==> src/rtl/bpft_pkg.sv <==
// shared types and constants of the frame table
package bpft_pkg;

    localparam int FRAMES_DEF     = 16;
    localparam int TAG_BITS_DEF   = 32;
    localparam int STAMP_BITS_DEF = 32;
    localparam int PIN_BITS       = 16;
    localparam int ID_BITS        = 32;
    localparam int FI_BITS        = 4;

    typedef enum logic [1:0] {
        FUNC_FETCH = 2'd0,
        FUNC_MARK  = 2'd1,
        FUNC_WB    = 2'd2,
        FUNC_ALLOC = 2'd3
    } t_func;

    typedef struct packed {
        t_func               func;
        logic [ID_BITS-1:0]  page_id;
        logic [FI_BITS-1:0]  frame_index;
    } t_in;

    typedef struct packed {
        logic                status;
        logic                hit;
        logic [FI_BITS-1:0]  frame_out;
        logic                victim_valid;
        logic [ID_BITS-1:0]  victim_page_id;
        logic                writeback_needed;
        logic                new_page_needed;
    } t_out;

endpackage

==> src/rtl/bpft_mem.sv <==
// frame entry memory with registered read and per-entry written flags
module bpft_mem #(
    parameter int DEPTH = bpft_pkg::FRAMES_DEF,
    parameter int WIDTH = 8
) (
    input  logic                                    i_clk,
    input  logic                                    i_rst_n,
    input  logic                                    i_rd_en,
    input  logic [((DEPTH > 1) ? $clog2(DEPTH) : 1)-1:0] i_rd_addr,
    output logic [WIDTH-1:0]                        o_rd_data,
    input  logic                                    i_wr_en,
    input  logic [((DEPTH > 1) ? $clog2(DEPTH) : 1)-1:0] i_wr_addr,
    input  logic [WIDTH-1:0]                        i_wr_data
);

    logic [WIDTH-1:0] r_mem [DEPTH];
    logic [DEPTH-1:0] r_wr;
    logic [WIDTH-1:0] r_rd_data;
    logic             r_rd_wr;

    always_ff @(posedge i_clk) begin
        if (i_wr_en) begin
            r_mem[i_wr_addr] <= i_wr_data;
        end
        if (i_rd_en) begin
            r_rd_data <= r_mem[i_rd_addr];
        end
    end

    always_ff @(posedge i_clk) begin
        if (!i_rst_n) begin
            r_wr    <= '0;
            r_rd_wr <= 1'b0;
        end else begin
            if (i_wr_en) begin
                r_wr[i_wr_addr] <= 1'b1;
            end
            if (i_rd_en) begin
                r_rd_wr <= r_wr[i_rd_addr];
            end
        end
    end

    // unwritten entries read as the reset value
    assign o_rd_data = r_rd_wr ? r_rd_data : '0;

endmodule

==> src/rtl/buffer_pool_frame_table.sv <==
// frame table of a buffer pool: oldest-first replacement with pin counts
//
// input channel: i_in_valid / o_in_stall carry one operation (fetch,
// mark dirty, write back, allocate view) per transaction
// output channel: o_out_valid / i_out_stall carry one result per operation
// fetch and allocate walk the entry memory one frame a cycle through its
// single read port, then pick a hit, a free frame or a victim; mark dirty
// and write back read, modify and write the one named entry
// one operation is in flight at a time; o_in_stall is high from acceptance
// until the result moves into the output register
// a finished result waits in the output register while i_out_stall is high;
// the next operation is accepted meanwhile but its result waits behind it
// reset clears all frames to free, stamps and pins to zero, tick to zero;
// no clearing pass is needed, the block accepts right after reset
module buffer_pool_frame_table #(
    parameter int FRAMES     = bpft_pkg::FRAMES_DEF,
    parameter int TAG_BITS   = bpft_pkg::TAG_BITS_DEF,
    parameter int STAMP_BITS = bpft_pkg::STAMP_BITS_DEF
) (
    input  logic           i_clk,
    input  logic           i_rst_n,
    input  logic           i_in_valid,
    output logic           o_in_stall,
    input  bpft_pkg::t_in  i_in_data,
    output logic           o_out_valid,
    input  logic           i_out_stall,
    output bpft_pkg::t_out o_out_data
);

    localparam int AW = (FRAMES > 1) ? $clog2(FRAMES) : 1;
    localparam int CW = $clog2(FRAMES + 1);
    localparam int PW = bpft_pkg::PIN_BITS;
    localparam int EW = 3 + PW + STAMP_BITS + TAG_BITS;

    typedef enum logic [2:0] {
        S_IDLE,
        S_SCAN,
        S_RMW,
        S_DEC,
        S_FIN
    } t_state;

    t_state          r_state;
    bpft_pkg::t_in   r_op;
    bpft_pkg::t_out  r_res;
    bpft_pkg::t_out  r_out;
    logic            r_ovld;
    logic [CW-1:0]   r_cnt;
    logic            r_dv;
    logic [AW-1:0]   r_didx;
    logic [STAMP_BITS-1:0] r_tick;

    logic            r_hit;
    logic [AW-1:0]   r_hidx;
    logic            r_free;
    logic [AW-1:0]   r_fidx;
    logic [PW-1:0]   r_fpins;
    logic            r_best;
    logic [AW-1:0]   r_bidx;
    logic [STAMP_BITS-1:0] r_bstamp;
    logic [TAG_BITS-1:0]   r_btag;
    logic            r_bdirty;
    logic            r_bview;

    logic            rd_en;
    logic [AW-1:0]   rd_addr;
    logic [EW-1:0]   rd_data;
    logic            wr_en;
    logic [AW-1:0]   wr_addr;
    logic [EW-1:0]   wr_data;

    logic            e_valid;
    logic            e_view;
    logic            e_dirty;
    logic [PW-1:0]   e_pins;
    logic [STAMP_BITS-1:0] e_stamp;
    logic [TAG_BITS-1:0]   e_tag;

    logic            acc;
    logic            is_alloc;
    logic            fi_ok;
    logic            claim;
    logic [TAG_BITS-1:0] id_tag;
    bpft_pkg::t_out  dec_res;
    bpft_pkg::t_out  rmw_res;
    logic [PW-1:0]   rmw_pins;

    assign acc      = i_in_valid && !o_in_stall;
    assign is_alloc = (r_op.func == bpft_pkg::FUNC_ALLOC);
    assign fi_ok    = int'(r_op.frame_index) < FRAMES;
    assign id_tag   = TAG_BITS'(r_op.page_id);

    assign {e_valid, e_view, e_dirty, e_pins, e_stamp, e_tag} = rd_data;

    bpft_mem #(
        .DEPTH (FRAMES),
        .WIDTH (EW)
    ) u_mem (
        .i_clk     (i_clk),
        .i_rst_n   (i_rst_n),
        .i_rd_en   (rd_en),
        .i_rd_addr (rd_addr),
        .o_rd_data (rd_data),
        .i_wr_en   (wr_en),
        .i_wr_addr (wr_addr),
        .i_wr_data (wr_data)
    );

    always_comb begin
        rmw_pins = e_pins;
        if (r_op.func == bpft_pkg::FUNC_WB && e_pins != '0) begin
            rmw_pins = e_pins - 1'b1;
        end
        rmw_res           = '0;
        rmw_res.frame_out = r_op.frame_index;
    end

    always_comb begin
        rd_en   = 1'b0;
        rd_addr = '0;
        wr_en   = 1'b0;
        wr_addr = '0;
        wr_data = '0;
        claim   = 1'b0;
        dec_res = '0;
        unique case (r_state)
            S_IDLE: begin
                if (acc && (i_in_data.func == bpft_pkg::FUNC_MARK ||
                            i_in_data.func == bpft_pkg::FUNC_WB)) begin
                    rd_en   = 1'b1;
                    rd_addr = AW'(i_in_data.frame_index);
                end
            end
            S_SCAN: begin
                if (r_cnt < CW'(FRAMES)) begin
                    rd_en   = 1'b1;
                    rd_addr = r_cnt[AW-1:0];
                end
            end
            S_RMW: begin
                wr_en   = fi_ok;
                wr_addr = AW'(r_op.frame_index);
                wr_data = {e_valid, e_view, (r_op.func == bpft_pkg::FUNC_MARK),
                           rmw_pins, e_stamp, e_tag};
            end
            S_DEC: begin
                priority if (!is_alloc && r_hit) begin
                    dec_res.hit       = 1'b1;
                    dec_res.frame_out = bpft_pkg::FI_BITS'(r_hidx);
                end else if (r_free) begin
                    claim   = 1'b1;
                    wr_en   = 1'b1;
                    wr_addr = r_fidx;
                    wr_data = {1'b1, is_alloc, 1'b0,
                               (is_alloc || r_fpins == '1) ? r_fpins : r_fpins + 1'b1,
                               r_tick, id_tag};
                    dec_res.frame_out = bpft_pkg::FI_BITS'(r_fidx);
                end else if (r_best) begin
                    claim   = 1'b1;
                    wr_en   = 1'b1;
                    wr_addr = r_bidx;
                    wr_data = {1'b1, is_alloc, 1'b0, PW'(1), r_tick, id_tag};
                    dec_res.frame_out        = bpft_pkg::FI_BITS'(r_bidx);
                    dec_res.victim_valid     = 1'b1;
                    dec_res.victim_page_id   = bpft_pkg::ID_BITS'(r_btag);
                    dec_res.writeback_needed = r_bdirty;
                    dec_res.new_page_needed  = r_bdirty && r_bview;
                end else begin
                    dec_res.status = 1'b1;
                end
            end
            default: begin
            end
        endcase
    end

    always_ff @(posedge i_clk) begin
        if (!i_rst_n) begin
            r_state <= S_IDLE;
            r_ovld  <= 1'b0;
            r_dv    <= 1'b0;
            r_tick  <= '0;
            r_hit   <= 1'b0;
            r_free  <= 1'b0;
            r_best  <= 1'b0;
            r_cnt   <= '0;
        end else begin
            r_dv   <= (r_state == S_SCAN) && rd_en;
            r_didx <= rd_addr;
            if (r_ovld && !i_out_stall && r_state != S_FIN) begin
                r_ovld <= 1'b0;
            end
            unique case (r_state)
                S_IDLE: begin
                    if (acc) begin
                        r_op   <= i_in_data;
                        r_cnt  <= '0;
                        r_hit  <= 1'b0;
                        r_free <= 1'b0;
                        r_best <= 1'b0;
                        if (i_in_data.func == bpft_pkg::FUNC_FETCH ||
                            i_in_data.func == bpft_pkg::FUNC_ALLOC) begin
                            r_state <= S_SCAN;
                        end else begin
                            r_state <= S_RMW;
                        end
                    end
                end
                S_SCAN: begin
                    if (rd_en) begin
                        r_cnt <= r_cnt + 1'b1;
                    end
                    if (r_dv) begin
                        if (!r_hit && e_valid && !e_view && e_tag == id_tag) begin
                            r_hit  <= 1'b1;
                            r_hidx <= r_didx;
                        end
                        if (!r_free && !e_valid) begin
                            r_free  <= 1'b1;
                            r_fidx  <= r_didx;
                            r_fpins <= e_pins;
                        end
                        if (e_valid && e_pins == '0 && (!r_best || e_stamp < r_bstamp)) begin
                            r_best   <= 1'b1;
                            r_bidx   <= r_didx;
                            r_bstamp <= e_stamp;
                            r_btag   <= e_tag;
                            r_bdirty <= e_dirty;
                            r_bview  <= e_view;
                        end
                        if (r_didx == AW'(FRAMES - 1)) begin
                            r_state <= S_DEC;
                        end
                    end
                end
                S_RMW: begin
                    r_res   <= rmw_res;
                    r_state <= S_FIN;
                end
                S_DEC: begin
                    r_res <= dec_res;
                    if (claim) begin
                        r_tick <= r_tick + 1'b1;
                    end
                    r_state <= S_FIN;
                end
                S_FIN: begin
                    if (!r_ovld || !i_out_stall) begin
                        r_ovld  <= 1'b1;
                        r_out   <= r_res;
                        r_state <= S_IDLE;
                    end
                end
                default: begin
                    r_state <= S_IDLE;
                end
            endcase
        end
    end

    assign o_in_stall  = (r_state != S_IDLE);
    assign o_out_valid = r_ovld;
    assign o_out_data  = r_out;

endmodule

==> config.mk <==
export PLATFORM = sky130hd
export DESIGN_NAME = buffer_pool_frame_table
export DESIGN_NICKNAME = d
export VERILOG_FILES = /design/src/rtl/bpft_pkg.sv /design/src/rtl/bpft_mem.sv /design/src/rtl/buffer_pool_frame_table.sv
export SDC_FILE = /design/constraint.sdc
export NUM_CORES = 2
export LEC_CHECK = 0
export ABC_AREA = 1
export BUFFER_PORTS_ARGS = -buffer_cell sky130_fd_sc_hd__buf_2
export CORE_MARGIN = 5
export CORE_UTILIZATION = 65
export CTS_BUF_LIST = sky130_fd_sc_hd__clkbuf_2
export DETAILED_ROUTE_END_ITERATION = 10
export PLACE_DENSITY = 0.82
export SYNTH_ARGS = -nofsm -noshare
export SYNTH_HDL_FRONTEND = slang
export SYNTH_SLANG_ARGS = --single-unit
==> constraint.sdc <==
create_clock -name i_clk -period 8.85 [get_ports i_clk]
set_input_delay 0.885 -clock i_clk [delete_from_list [all_inputs] [get_ports i_clk]]
set_output_delay 0.885 -clock i_clk [all_outputs]
set_load 0.1 [all_outputs]
==> results.cfg <==
[floorplan]
core.rowCount = 118
fp.dieH_um = 331.4
die_w_um = 331.4
io_pins = 85
core_area_um2 = 103100
initial_core_util = 0.6516
dieArea_um2 = 109800

[critical_path]
path_max_fanout = 41
endpoint_kind = register
critical_path_class = reg -> reg
worstSetupStartpointType = register
worstPathRequired_ns = 9.99
crit_arrival_ns = 5.92
worst_r2r_path_depth = 10

[drt]
finalWirelength_um = 178800
wire_per_inst_um = 25.30
first_pass_iters = 11
drc = 3
viasPerCell = 6.556
postRouteAntennaNets = 0
route.vias.total = 46334
drt_iter0_markers = 8030

[yosys]
ys.flop_type = edfxtp_1
seq_area_frac_synth = 0.7469
syn_nets = 5152
synth_top_family_by_area = compound AO/OA/AOI/OAI gates
yosysTopAreaCellShare = 0.7284
synth_most_common_cell = edfxtp_1
synth_edf_count = 1629
yosysTopAreaCell = edfxtp_1
yosys.area_share.adder = 0.006335
synthXorXnorAreaFrac = 0.004304
synth_mux_area_frac = 0
async_flop_share = 0
synthTopCellsByArea = edfxtp_1, o21ai_0, nor2_1, o221ai_1, nand2_1
ys_types = 56
netlist_area_um2 = 67150
ys_ff_latch = 1691
yosys-top-cells-count = edfxtp_1, nor2_1, o21ai_0
synth_warnings = 0
syn_avg_cell_area_um2 = 13.23
synth_simple_gate_area_frac = 0.09225
postSynthCellCount = 5076
synth_compound_area_frac = 0.1118

[grt]
antenna_found_initial = 2
grt_pass1_wl_um = 265800
grt_remaining_overflow = 0
gr-usage-all-layers = 0.3157
grt_pass1_vias = 45150
grt_max_degree = 317

[clock_tree]
clkTransAtPathRegs_ns = 0.13
numCtsBuffers = 398
root_buffer = clkbuf_2
cts_hold_buf = 75
cts.path.max_buffers = 4
worstSkewPairLatency_ns = 1.68
htreeDepth = 5
postCtsResizedCells = 0
cts_tree = done
clock-sinks = 1691
cts_setup_buffers = 0

[place]
dp_hpwl_um = 87550
dpl_cell_area_um2 = 68680
numPortBuffers = 84
gp_congestion = 0.9014

[power_and_ir_drop]
p_leak_nw = 24.55
p_per_area_nw_per_um2 = 252.5
pwr-share-seq = 0.531
p_int_mw = 12.25
ir_worst_vdd_uv = 247.5
swShare = 0.3340
switchingPower_mw = 6.143
clkPwrFrac = 0.259
p_comb_frac = 0.210

[run_status]
status = finished, violations left
violations = design-rule violations

[layout]
synthToLayoutAreaGrowth_pct = 8.463
fillCellCount = 6577
postLayoutCellArea_um2 = 72840
fin_nets = 5475
drive_gt1_frac = 0.1451

[timing]
rsz0062_at_grt = false
fin_crit_ns = 4.774
setup_tns_ns = 0
maxSlewViolCount = 0
finalHoldViolations = 0
tightest_slew_ns = 1.451
holdWs_ns = 0.08719
skew_ns = 0.1696
fmax_ghz = 0.2095
slew_headroom = 0.03276
setup_viol = 0
period_share = 0.5394

[min_path]
hold_path_depth = 2
hp-class = in -> reg

[job]
drv_cap = 0
## cells by family (layout without fill, tap and decap cells)
logic type / Yosys count / count (layout)
other cells: 0 / 9
flops: 1691 / 1691
fa+ha+maj: 34 / 34
compound gates: 1210 / 1210
xor+xnor: 33 / 33
buf+inv: 621 / 1223
simple gates: 1487 / 1487
## cell type report
type / instances / area (um^2) / share of cell area
Inverter: 310 / 1271 / 0.01745
Antenna cell: 9 / 22.52 / 0.0003092
Multi-Input combinational cell: 2764 / 14490 / 0.1989
Tap cell: 1380 / 1727 / 0.02371
Timing Repair Buffer: 234 / 1799 / 0.02470
Sequential cell: 1691 / 50160 / 0.6887
Clock inverter: 102 / 476.7 / 0.006545
Clock buffer: 577 / 2888 / 0.03965
## flip-flops by register name (all words and copies together) (netlist names), 3 cells and up
| name | flops |
|---|---|
| id_tag | 32 |
| o_out_data | 41 |
| r_bidx | 4 |
| r_bstamp | 32 |
| r_btag | 32 |
| r_cnt | 5 |
| r_didx | 4 |
| r_fidx | 4 |
| r_fpins | 16 |
| r_hidx | 4 |
| r_op | 6 |
| r_res | 41 |
| r_state | 3 |
| r_tick | 32 |
| u_mem.r_mem | 1328 |
| u_mem.r_rd_data | 83 |
| u_mem.r_wr | 16 |
## per-layer routing
layer	global-route usage	vias up	routed length [um]
li1	-	19678	-
met3	0.07917	700	25300
met1	0.4320	22057	63060
met5	0	-	0
met2	0.4851	3899	82390
met4	0.1502	0	8047
## power groups by stage
| stage | Combinational (mW) | Sequential (mW) | Clock (mW) |
|---|---|---|---|
| after floorplan | 2.48 | 9.94 | 0 |
| after global placement | 3.54 | 9.92 | 0 |
| after detailed placement | 3.68 | 9.93 | 0 |
| after CTS | 3.73 | 9.75 | 4.77 |
| after global routing | 4.11 | 9.80 | 5.26 |
| final | 3.85 | 9.77 | 4.77 |
## placed cells by master, fill, tap and decap left out, drive strengths merged, types with 2 or more instances in the layout
master	synthesis	routed
nand4	23	23
edfxtp	1629	1629
a211oi	6	6
a22oi	5	5
clkinv	1	91
o211ai	11	11
nor3	40	40
dlygate4sd3	0	76
nand3	210	210
nand3b	2	2
bufinv	0	2
and3	2	2
a31oi	2	2
buf	171	158
a32o	2	2
ha	34	34
nor4	9	9
o22ai	54	54
diode	0	9
a21oi	59	59
inv	309	312
o21ai	727	727
xnor2	6	6
clkbuf	140	577
dfxtp	62	62
xor2	27	27
o2111ai	2	2
o32ai	2	2
o21a	2	2
nor3b	4	4
nand2	383	383
clkinvlp	0	7
nor2	813	813
o221ai	332	332
## final timing paths
path              slack, ns     startpoint                   to
setup / recovery       4.08     r_state[0]  u_mem.r_mem[15][50]
hold / removal         0.09  i_in_data[23]           id_tag[19]
setup reg to reg       4.08     r_state[0]  u_mem.r_mem[15][50]
hold reg to reg        0.41      r_res[18]       o_out_data[18]
## metrics by stage
step                      setup slack [ns]    util  power [mW]  std cells
after CTS                            4.244  0.7064       18.25       7056
after detailed placement             3.916  0.6665       13.61       6302
final                                4.076  0.7068       18.39       7067
after global routing                 3.936  0.7067       19.17       7065
after global placement               4.138  0.6665       13.46       6302
after floorplan                      1.162       -       12.42       5076
## worst max-delay path: stages (launching register included)
cell	delay, ns
dfxtp_1	0.55
nand3_2	0.23
inv_2	0.17
nand2_4	0.12
nor2_4	0.39
a22oi_1	0.23
o21ai_2	0.17
nand2_1	0.16
nor2_4	0.68
buf_4	0.68
buf_4	0.84
(Power assumes the default switching activity.)
